==> src/sv/mrw_pkg.sv <==
// Package for the Miller-Rabin witness test: widths and controller states.
// Used by the controller, the datapath and the top level.
`timescale 1ns / 1ps
package mrw_pkg;
  localparam int NUM_WIDTH_DEF = 32;

  typedef enum logic [3:0] {
    ST_IDLE,
    ST_PREP,
    ST_SHIFT,
    ST_RED_A,
    ST_POW_MUL,
    ST_POW_SQ,
    ST_CHECK,
    ST_SQ,
    ST_SQ_CHECK,
    ST_DONE,
    ST_OUT
  } state_t;

  // Multiply-modulo operand selection.
  typedef enum logic [1:0] {
    MM_RED_A,
    MM_ACC_SQ,
    MM_SQ_SQ,
    MM_B_B
  } mm_sel_t;

  typedef struct packed {
    logic    load;
    logic    shift_d;
    logic    mm_start;
    mm_sel_t mm_sel;
    logic    e_shift;
  } ctrl_cmd_t;

  typedef struct packed {
    logic d_odd;
    logic mm_done;
    logic e_zero;
    logic e_lsb;
    logic small_n;
    logic small_comp;
    logic b_pass;
    logic b_is_nm1;
    logic r_left;
  } ctrl_sts_t;
endpackage

==> src/sv/mrw_ctrl.sv <==
// Controller state machine of the witness test: sequences factoring, power and squarings.
// Depends on mrw_pkg.
`timescale 1ns / 1ps
module mrw_ctrl (
  input  logic               clk,
  input  logic               rst,
  input  logic               in_valid,
  output logic               in_stall,
  input  logic               in_last,
  output logic               out_valid,
  input  logic               out_stall,
  output logic               comp_o,
  output logic               prime_o,
  output logic               final_o,
  output mrw_pkg::ctrl_cmd_t cmd,
  input  mrw_pkg::ctrl_sts_t sts
);
  mrw_pkg::state_t state, state_next;
  logic still_probable, last, comp, comp_next, started;

  // Next state.
  always_comb begin
    state_next = state;
    comp_next  = comp;
    unique case (state)
      mrw_pkg::ST_IDLE: if (in_valid) state_next = mrw_pkg::ST_PREP;
      mrw_pkg::ST_PREP: begin
        if (sts.small_n) begin
          comp_next  = sts.small_comp;
          state_next = mrw_pkg::ST_DONE;
        end else state_next = mrw_pkg::ST_SHIFT;
      end
      mrw_pkg::ST_SHIFT: if (sts.d_odd) state_next = mrw_pkg::ST_RED_A;
      mrw_pkg::ST_RED_A: if (sts.mm_done) state_next = mrw_pkg::ST_POW_MUL;
      mrw_pkg::ST_POW_MUL: begin
        if (sts.e_zero) state_next = mrw_pkg::ST_CHECK;
        else if (!sts.e_lsb || (started && sts.mm_done)) state_next = mrw_pkg::ST_POW_SQ;
      end
      mrw_pkg::ST_POW_SQ: if (started && sts.mm_done) state_next = mrw_pkg::ST_POW_MUL;
      mrw_pkg::ST_CHECK: begin
        if (sts.b_pass) begin
          comp_next = 1'b0; state_next = mrw_pkg::ST_DONE;
        end else if (sts.r_left) state_next = mrw_pkg::ST_SQ;
        else begin
          comp_next = 1'b1; state_next = mrw_pkg::ST_DONE;
        end
      end
      mrw_pkg::ST_SQ: if (started && sts.mm_done) state_next = mrw_pkg::ST_SQ_CHECK;
      mrw_pkg::ST_SQ_CHECK: begin
        if (sts.b_is_nm1) begin
          comp_next = 1'b0; state_next = mrw_pkg::ST_DONE;
        end else if (sts.r_left) state_next = mrw_pkg::ST_SQ;
        else begin
          comp_next = 1'b1; state_next = mrw_pkg::ST_DONE;
        end
      end
      mrw_pkg::ST_DONE: state_next = mrw_pkg::ST_OUT;
      mrw_pkg::ST_OUT: if (!out_stall) state_next = mrw_pkg::ST_IDLE;
      default: state_next = mrw_pkg::ST_IDLE;
    endcase
  end

  // Commands to the datapath.
  always_comb begin
    cmd = '0;
    cmd.mm_sel = mrw_pkg::MM_RED_A;
    unique case (state)
      mrw_pkg::ST_IDLE:  cmd.load = in_valid;
      mrw_pkg::ST_SHIFT: cmd.shift_d = !sts.d_odd;
      mrw_pkg::ST_RED_A: cmd.mm_start = !started;
      mrw_pkg::ST_POW_MUL: begin
        cmd.mm_sel   = mrw_pkg::MM_ACC_SQ;
        cmd.mm_start = !sts.e_zero && sts.e_lsb && !started;
      end
      mrw_pkg::ST_POW_SQ: begin
        cmd.mm_sel   = mrw_pkg::MM_SQ_SQ;
        cmd.mm_start = !started;
        cmd.e_shift  = started && sts.mm_done;
      end
      mrw_pkg::ST_SQ: begin
        cmd.mm_sel   = mrw_pkg::MM_B_B;
        cmd.mm_start = !started;
      end
      default: ;
    endcase
  end

  // State register; tracks whether the current multiply has been launched and captures the verdict in ST_DONE.
  always_ff @(posedge clk) begin
    if (rst) begin
      state          <= mrw_pkg::ST_IDLE;
      started        <= 1'b0;
      still_probable <= 1'b1;
    end else begin
      state <= state_next;
      if (cmd.mm_start) started <= 1'b1;
      else if (sts.mm_done) started <= 1'b0;
      if (state == mrw_pkg::ST_DONE) begin
        prime_o <= still_probable & ~comp;
        comp_o  <= comp;
        final_o <= last;
        still_probable <= last ? 1'b1 : (still_probable & ~comp);
      end
    end
  end

  always_ff @(posedge clk) begin
    comp <= comp_next;
    if (state == mrw_pkg::ST_IDLE && in_valid) last <= in_last;
  end

  assign in_stall  = (state != mrw_pkg::ST_IDLE);
  assign out_valid = (state == mrw_pkg::ST_OUT);
endmodule

==> config.mk <==
export PLATFORM = sky130hd
export DESIGN_NAME = mrw_ctrl
export DESIGN_NICKNAME = d
export VERILOG_FILES = /design/src/sv/mrw_pkg.sv /design/src/sv/mrw_ctrl.sv
export SDC_FILE = /design/constraint.sdc
export NUM_CORES = 1
export LEC_CHECK = 0
export ABC_AREA = 1
export BUFFER_PORTS_ARGS = -buffer_cell sky130_fd_sc_hd__buf_2
export CAP_MARGIN = 20
export CELL_PAD_IN_SITES_DETAIL_PLACEMENT = 0
export CELL_PAD_IN_SITES_GLOBAL_PLACEMENT = 1
export CORE_UTILIZATION = 33
export DETAILED_ROUTE_END_ITERATION = 8
export GPL_TIMING_DRIVEN = 0
export PLACE_DENSITY = 0.75
export SYNTH_ARGS = -nofsm -noshare
export SYNTH_HDL_FRONTEND = slang
export SYNTH_SLANG_ARGS = --single-unit
==> constraint.sdc <==
create_clock -name clk -period 1.5 [get_ports clk]
set_input_delay 0.075 -clock clk [delete_from_list [all_inputs] [get_ports clk]]
set_output_delay 0.075 -clock clk [all_outputs]
set_load 0.01 [all_outputs]
==> results of run 1 <==
-- sequential cells by signal, indices dropped and copies added, names as in the netlist --
register	count
comp	1
last	1
comp_o	1
final_o	1
state	4
still_probable	1
started	1
prime_o	1
-- through the flow --
stage	instance area, um2	instances	setup TNS (ps)	power, W	util, %
after floorplan	754	115	0	0.00111	-
after global placement	908	166	0	0.00134	44.1
after detailed placement	908	166	0	0.00134	44.1
after CTS	967	173	0	0.00162	46.9
after global routing	1010	176	-55.0	0.00184	48.9
final	1010	176	0	0.00169	48.9
-- what timing repair did --
item / in CTS / in global routing
buffers inserted: 2 / 3
pin swaps: 1 / 5
hold endpoints to repair: 1 / 0
cloned: 0 / 0
resized for setup: 2 / 7
hold buffers: 1 / 0
setup endpoints to repair: 2 / 7
-- cells by family (layout without fill, tap and decap cells) --
family                 count (synthesis)  in the layout  synth area share [%]
and+or+nand+nor                       70             70                  43.4
DFF                                   11             11                  35.8
buffers and inverters                 21             55                  10.9
AOI/OAI and AO/OA                     13             13                  9.78
-- layout make-up --
type | count | area (um2) | share of cell area (%)
Sequential cell | 11 | 273 | 27.0
Clock inverter | 1 | 5.00 | 0.496
Timing Repair Buffer | 30 | 168 | 16.6
Tap cell | 27 | 33.8 | 3.35
Multi-Input combinational cell | 83 | 420 | 41.7
Clock buffer | 3 | 22.5 | 2.23
Buffer | 1 | 11.3 | 1.12
Inverter | 20 | 75.1 | 7.44
-- layer usage --
| layer | part of all wire, % | vias up |
|---|---|---|
| li1 | - | 437 |
| met1 | 46 | 400 |
| met2 | 47 | 29 |
| met3 | 3.8 | 4 |
| met4 | 2.3 | 0 |
| met5 | 0 | - |
-- worst paths after layout --
kind / startpoint / endpoint / slack (ps) / cells after the start
setup reg to reg: state[1] / state[1] / 100 / 8
hold / removal: rst / state[2] / 10 / 2
setup / recovery: state[0] / cmd[3] / 50 / 7
hold reg to reg: last / final_o / 450 / 0
-- report_power, final --
part / internal [W] / total (W) / switching [W]
Combinational: 0.000382 / 0.000994 / 0.000613
Clock: 0.0000988 / 0.000206 / 0.000107
Sequential: 0.000408 / 0.000487 / 0.0000790
Total: 0.000888 / 0.00169 / 0.000798
-- placed cells by master (no fill, tap or decap), drive strengths merged --
cell type,n
nand2,29
clkinv,1
nor3,3
nand3,12
dlygate4sd3,1
a21boi,1
o22ai,1
buf,30
inv,20
nand3b,1
dfxtp,6
a21oi,4
o211ai,2
o21ai,5
nand4,2
clkbuf,3
nor2,23
edfxtp,5
==> impl_metrics.py, run 1 <==
metrics = {
    "power": {
        "leakage_nw": 0.548,
        "powerDensity_nw_per_um2": 1670,
        "peakVddDrop_mv": 0.619,
    },
    "global_route": {
        "track_usage_pct": 17.9,
        "grt_pass1_vias": 759,
        "grt_start_max_net_pins": 10,
        "grt_pass1_wl_mm": 3.24,
        "grtUsageMet2_pct": 29.3,
        "met1_usage_pct": 22.2,
        "busiest_layer": "met2",
        "antenna_found_initial": 0,
        "gr-total-overflow": 0,
        "grt_use_met3_pct": 0.926,
    },
    "place": {
        "pre_cts_ws_ps": 106,
        "gp_congestion": 0.858,
        "dp_hpwl_mm": 1.54,
        "portBuffers": 24,
    },
    "synthesis": {
        "ys_seq_area_share_pct": 35.8,
        "netlist-cell-type-count": 19,
        "synth_nets": 129,
        "synth_commonest_cells": "nand2_1, nor2_1, inv_1",
        "ys_seq_elements": 11,
        "yosysTopAreaCell": "edfxtp_1",
        "synth_area_leaders": "edfxtp_1, dfxtp_1, nand2_1, nor2_1, nand3_1",
        "yosysTopAreaCellShare_pct": 19.9,
        "yosysMostFrequentCell": "nand2_1",
        "ys_warn_count": 0,
        "syn_area_um2": 754,
        "netlist_instances": 115,
        "synthFlopType": "dfxtp_1",
        "synth-edff-count": 5,
        "ys_async_sr_fraction_pct": 0,
        "syn_avg_cell_area_um2": 6.56,
    },
    "timing": {
        "finalMaxSlewViolations": 0,
        "fin_crit_ps": 1450,
        "fmax_mhz": 689,
        "setup_viol": 0,
        "clock_skew_ps": 10.6,
        "worst_slew_pin_slew_ps": 303,
        "rsz0062_at_grt": "yes",
        "hold_viol": 0,
        "worst_hold_slack_ps": 11.0,
        "maxSlewHeadroom_pct": 79.7,
        "setup_slack_ps": 49.4,
        "post-route-period-util_pct": 96.7,
    },
    "routing": {
        "wl_per_cell_um": 11.3,
        "first_pass_iters": 4,
        "drt_iter0_drc": 15,
        "vias_per_cell": 4.94,
        "via_count": 870,
        "totalWireLength_mm": 1.99,
        "ant_nets": 0,
        "drc": 0,
    },
    "clock_tree": {
        "htree_levels": 1,
        "cts-root-buf": "clkbuf_4",
        "clock-sinks": 11,
        "cts_buffers": 3,
        "insertion_delay_ps": 280,
        "clock_path_buffers": 2,
        "clk_pin_slew_ps": 70,
        "cts_tree": "yes",
    },
    "setup_path": {
        "crit_fanout": 7,
        "cp-start-kind": "flip-flop",
        "worstPathRequired_ps": 1420,
        "crit_arrival_ps": 1380,
        "crit_path_end_kind": "output port",
        "path_class": "flip-flop to output port",
        "slowest_delay_ps": 310,
        "cpLargestDelayFamily": "simple AND/OR/NAND/NOR gates",
        "cp_cell_sequence": "buf_6 > nor2_4 > nand4_1 > nand2_1 > inv_2 > a21oi_2 > buf_2",
        "cp_num_buf_inv": 3,
        "crit_slowest_cell": "dfxtp_1",
    },
    "layout": {
        "syn2layout_area_growth_pct": 33.7,
        "drive_gt1_share_pct": 36.2,
        "num-nets-final": 164,
        "n_fill_cell": 235,
        "num_antenna_cells": 0,
    },
    "floorplan": {
        "initial_core_util_pct": 36.6,
        "die_area_um2": 2480,
        "core-area_um2": 2060,
        "num_rows": 16,
        "die_y_um": 49.8,
        "boundaryPins": 25,
        "die_x_um": 49.8,
    },
    "outcome": {
        "status": "complete, no violations",
    },
    "worst_hold_path": {
        "hold_class": "primary input to flip-flop",
    },
    "run": {
        "maxCapViolations": 0,
    },
}
(Power assumes the default switching activity.)
==> run 2, diff against run 1 <==
- RECOVER_POWER: unset -> 50
==> run 2 against run 1 <==
Against the previous run: total power about the same; register-to-register slack about the same; sequential cell count unchanged; maximum frequency unchanged; routed wire length increased by 0.10%; utilization decreased by 0.18 points; design area decreased by 0.37%; worst setup slack unchanged; sequential share of layout area increased by 0.10 points; die area unchanged; sequential power about the same; critical endpoint unchanged.
==> impl_metrics.py, run 2 (synthesis results as in run 1) <==
metrics = {
    "worst_hold_path": {
        "hold_class": "primary input to flip-flop",
        "hp-start": "rst",
    },
    "layout": {
        "num_antenna_cells": 0,
        "largest-register": "state",
        "num-nets-final": 164,
        "final_common_cell": "nand2_1",
        "mostFrequentLayoutCells": "nand2_1, buf_2, nor2_1, inv_1, nand3_1",
        "syn2layout_area_growth_pct": 33.2,
        "drive_gt1_share_pct": 34.2,
        "largest_reg_flops": 4,
    },
    "place": {
        "gp_congestion": 0.858,
        "pre_cts_ws_ps": 106,
        "dp_hpwl_mm": 1.54,
        "portBuffers": 24,
    },
    "clock_tree": {
        "clk_pin_slew_ps": 70,
        "cts-root-buf": "clkbuf_4",
        "clock-sinks": 11,
        "clock_path_buffers": 2,
        "cts_tree": "yes",
        "insertion_delay_ps": 280,
        "cts_buffers": 3,
        "htree_levels": 1,
    },
    "timing": {
        "setup_viol": 0,
        "maxSlewHeadroom_pct": 79.7,
        "fin_crit_ps": 1450,
        "hold_viol": 0,
        "clock_skew_ps": 10.6,
        "finalMaxSlewViolations": 0,
        "post-route-period-util_pct": 96.7,
        "rsz0062_at_grt": "yes",
        "fmax_mhz": 689,
        "worst_slew_pin_slew_ps": 303,
        "setup_slack_ps": 49.4,
    },
    "global_route": {
        "antenna_found_initial": 0,
        "grt_start_max_net_pins": 10,
        "track_usage_pct": 17.9,
        "grt_pass1_vias": 759,
        "gr-total-overflow": 0,
        "grt_pass1_wl_mm": 3.24,
    },
    "routing": {
        "drt_iter0_drc": 15,
        "totalWireLength_mm": 2.00,
        "first_pass_iters": 4,
        "vias_per_cell": 4.94,
        "via_count": 870,
        "ant_nets": 0,
        "wl_per_cell_um": 11.3,
        "drc": 0,
    },
    "power": {
        "peakVddDrop_mv": 0.619,
        "total_power_w": 0.00169,
        "leakage_nw": 0.539,
        "powerDensity_nw_per_um2": 1680,
    },
    "run": {
        "maxCapViolations": 0,
    },
    "floorplan": {
        "num_rows": 16,
        "die_area_um2": 2480,
        "core-area_um2": 2060,
        "boundaryPins": 25,
        "die_x_um": 49.8,
        "die_y_um": 49.8,
        "initial_core_util_pct": 36.6,
    },
    "setup_path": {
        "r2r-start": "state[1]",
        "path_class": "flip-flop to output port",
        "crit_fanout": 7,
        "cp-start-kind": "flip-flop",
        "crit_path_end_kind": "output port",
        "crit_arrival_ps": 1380,
        "worstPathRequired_ps": 1420,
        "crit_start": "state[0]",
    },
    "outcome": {
        "status": "complete, no violations",
    },
}
[run 2: cell count changes in the layout (fill, tap and decap cells not counted)]
| cell | previous run | this run |
|---|---|---|
| clkbuf_1 | 0 | 3 |
| buf_2 | 24 | 21 |
[run 2: power by group]
group	total, W	internal, W	switching (W)
combinational	0.000993	0.000381	0.000613
sequential	0.000487	0.000408	0.0000791
clock	0.000206	0.0000988	0.000107
[run 2: path summary, 6_finish.rpt]
check | endpoint | slack, ps | cells past startpoint
min reg2reg | final_o | 450 | 0
max | cmd[3] | 50 | 7
min | state[2] | 10 | 2
max reg2reg | state[1] | 100 | 8
[run 2: area by class of cell]
type	instances	area, um2
Clock inverter	1	5.00
Timing Repair Buffer	30	164
Inverter	20	75.1
Tap cell	27	33.8
Buffer	1	11.3
Clock buffer	3	22.5
Sequential cell	11	273
Multi-Input combinational cell	83	420
Fill cell	237	1060
[run 2: per-layer routing]
metal	share of wire [%]	global-route usage, %	vias up
li1	-	-	437
met1	46	22.2	400
met2	47	29.3	29
met3	3.9	0.926	4
met4	2.3	12.9	0
met5	0	0	-
[run 2: metrics by stage]
step           cells  util (%)  hold slack, ps  setup TNS (ps)  area [um2]
3_3_place_gp     166      44.1             252               0         908
4_1_cts          173      46.9            7.09               0         967
3_5_place_dp     166      44.1             262               0         908
6_report         176      48.7            11.0               0        1000
2_1_floorplan    115         -             147               0         754
5_1_grt          176      48.7            14.1           -55.0        1000
[run 2: repair_timing]
item                                    CTS  global route
hold buffers                              1             0
endpoints found under the setup margin    2             7
pin swaps                                 1             5
hold endpoints to repair                  1             0
resized for setup                         2             7
buffers inserted                          2             3
[run 2: critical path: stages, from the launching register on]
cell and delay [ps]:
dfxtp_1 310, buf_6 130, nor2_4 160, nand4_1 120, nand2_1 110, inv_2 50
a21oi_2 100, buf_2 130
==> run 3, diff against run 2 <==
==> constraint.sdc (replaced) <==
create_clock -name clk -period 1.4 [get_ports clk]
set_input_delay 0.21 -clock clk [delete_from_list [all_inputs] [get_ports clk]]
set_output_delay 0.21 -clock clk [all_outputs]
set_load 0.01 [all_outputs]
==> run 3 against run 2 <==
Against the previous run: the run now ends with setup timing left; global-route usage increased by 1.3 points; utilization increased by 7.0 points; worst setup slack got worse by 190 ps; die area unchanged; clock-buffer cell count unchanged; clock skew decreased by 1.1 ps; critical endpoint unchanged; highest routed layer unchanged; first-iteration DRC count decreased by 27%; critical path depth unchanged; sequential cell count unchanged; register-to-register slack got worse by 30 ps.
==> impl_metrics.py, run 3 (synthesis results as in run 1) <==
metrics = {
    "floorplan": {
        "die_area_um2": 2480,
        "die_y_um": 49.8,
        "boundaryPins": 25,
        "initial_core_util_pct": 36.6,
        "num_rows": 16,
        "core-area_um2": 2060,
        "die_x_um": 49.8,
    },
    "power": {
        "powerDensity_nw_per_um2": 1890,
        "peakVddDrop_mv": 0.981,
        "total_power_w": 0.00217,
        "p_clk_share_pct": 10.2,
        "leakage_nw": 0.589,
        "combPwrFrac_pct": 63.2,
        "p_sw_w": 0.000990,
        "power_frac_seq_pct": 26.7,
        "swShare_pct": 45.6,
        "power.internal_w": 0.00118,
    },
    "routing": {
        "ant_nets": 0,
        "wl_per_cell_um": 11.7,
        "drt_iter0_drc": 11,
        "totalWireLength_mm": 2.12,
        "via_count": 878,
        "vias_per_cell": 4.82,
        "first_pass_iters": 4,
        "drc": 0,
    },
    "timing": {
        "setup_slack_ps": -137,
        "finalMaxSlewViolations": 0,
        "rsz0062_at_grt": "yes",
        "hold_viol": 0,
        "fmax_mhz": 651,
        "post-route-period-util_pct": 110,
        "clock_skew_ps": 9.51,
        "worst_slew_pin_slew_ps": 237,
        "setup_viol": 4,
        "maxSlewHeadroom_pct": 84.2,
        "fin_crit_ps": 1540,
    },
    "setup_path": {
        "crit_path_end_kind": "output port",
        "worstPathRequired_ps": 1190,
        "path_class": "flip-flop to output port",
        "cp-start-kind": "flip-flop",
        "slowest_delay_ps": 400,
        "crit_slowest_cell": "dfxtp_4",
        "crit_arrival_ps": 1330,
        "crit_fanout": 4,
        "cp_cell_sequence": "inv_4 > nor2_4 > nand4_1 > nand2_1 > inv_2 > a21oi_2 > buf_2",
        "cpLargestDelayFamily": "flip-flops",
        "cp_num_buf_inv": 3,
    },
    "clock_tree": {
        "clock_path_buffers": 2,
        "cts_tree": "yes",
        "htree_levels": 1,
        "clk_pin_slew_ps": 80,
        "cts-root-buf": "clkbuf_4",
        "cts_buffers": 3,
        "clock-sinks": 11,
        "insertion_delay_ps": 280,
    },
    "place": {
        "portBuffers": 24,
        "gp_congestion": 0.858,
        "placed_area_um2": 908,
        "placedCellCount": 166,
        "pre_cts_ws_ps": 6.05,
        "dp_hpwl_mm": 1.54,
    },
    "global_route": {
        "grt_pass1_wl_mm": 3.49,
        "gr-total-overflow": 0,
        "track_usage_pct": 19.2,
        "antenna_found_initial": 0,
        "grt_pass1_vias": 794,
        "grt_start_max_net_pins": 8,
    },
    "layout": {
        "largest-register": "state",
        "largest_reg_flops": 4,
        "instances_no_fill": 182,
        "mostFrequentLayoutCells": "nand2_1, buf_2, nor2_1, inv_1",
        "syn2layout_area_growth_pct": 52.2,
        "num-nets-final": 170,
        "stdcell_area_um2": 1150,
        "drive_gt1_share_pct": 47.1,
        "num_antenna_cells": 0,
    },
    "run": {
        "maxCapViolations": 0,
    },
    "outcome": {
        "status": "finished, violations left",
        "violations": "setup timing",
    },
    "worst_hold_path": {
        "hold_class": "primary input to flip-flop",
    },
}
-- run 3: changes by cell type in the layout (fill, tap and decap cells not counted), moves of 2 or more --
cell	change
dfxtp_1	-2
nand3_2	+3
inv_4	+2
nand2_1	-5
dfxtp_2	-2
buf_6	+3
buf_4	+4
nand2_4	+2
dfxtp_4	+4
nand2_2	+3
nand3_1	-3
-- run 3: path summary, 6_finish.rpt --
check / start / end / slack, ps / depth (start not counted)
worst min register to register: last / final_o / 450 / 0
worst max-delay path: state[2] / cmd[3] / -140 / 7
worst max register to register: state[0] / state[1] / 70 / 11
worst min-delay path: in_last / last / 110 / 1
-- run 3: final cells by class --
cell class,instances,area [um2]
clock buffers,3,22.5
clock inverters,1,5.00
fillers,222,913
inverters,20,80.1
multi-input cells,83,478
flip-flops and latches,11,285
well taps,27,33.8
repair buffers,37,244
-- run 3: per-layer routing --
layer,vias to the layer above,track usage (%),wire (um)
met5,-,0,0
met4,0,12.9,51
met3,5,1.23,81
met2,24,32.0,1010
met1,399,23.5,979
li1,450,-,-
-- run 3: power by group through the flow --
| stage | Clock [W] | Combinational [W] | Sequential (W) |
|---|---|---|---|
| final | 0.000221 | 0.00137 | 0.000578 |
| after global routing | 0.000236 | 0.00151 | 0.000591 |
| after CTS | 0.000224 | 0.00115 | 0.000524 |
| after detailed placement | 0 | 0.000934 | 0.000506 |
| after global placement | 0 | 0.000923 | 0.000507 |
| after floorplan | 0 | 0.000694 | 0.000496 |
-- run 3: stage by stage --
step | hold slack [ps] | setup TNS, ps | utilization (%)
floorplan | 282 | 0 | -
detailed placement | 397 | 0 | 44.1
global placement | 387 | 0 | 44.1
global route | 110 | -565 | 55.7
CTS | 108 | -408 | 50.7
finish | 111 | -241 | 55.7
-- run 3: worst reg2reg max path: stages, from the launching register on --
cell	delay, ps
dfxtp_4	380
buf_12	130
nor2_4	140
buf_6	120
nand2_2	80
inv_2	70
nand2_2	50
nand2_1	50
inv_1	40
nand2_1	60
nor2_1	50
nor2_1	100
-- run 3: repair_timing --
item,4_1_cts,5_1_grt
pin swaps,5,15
setup buffers,7,9
hold buffers,0,0
gates resized for setup,14,23
setup endpoints to repair,7,12
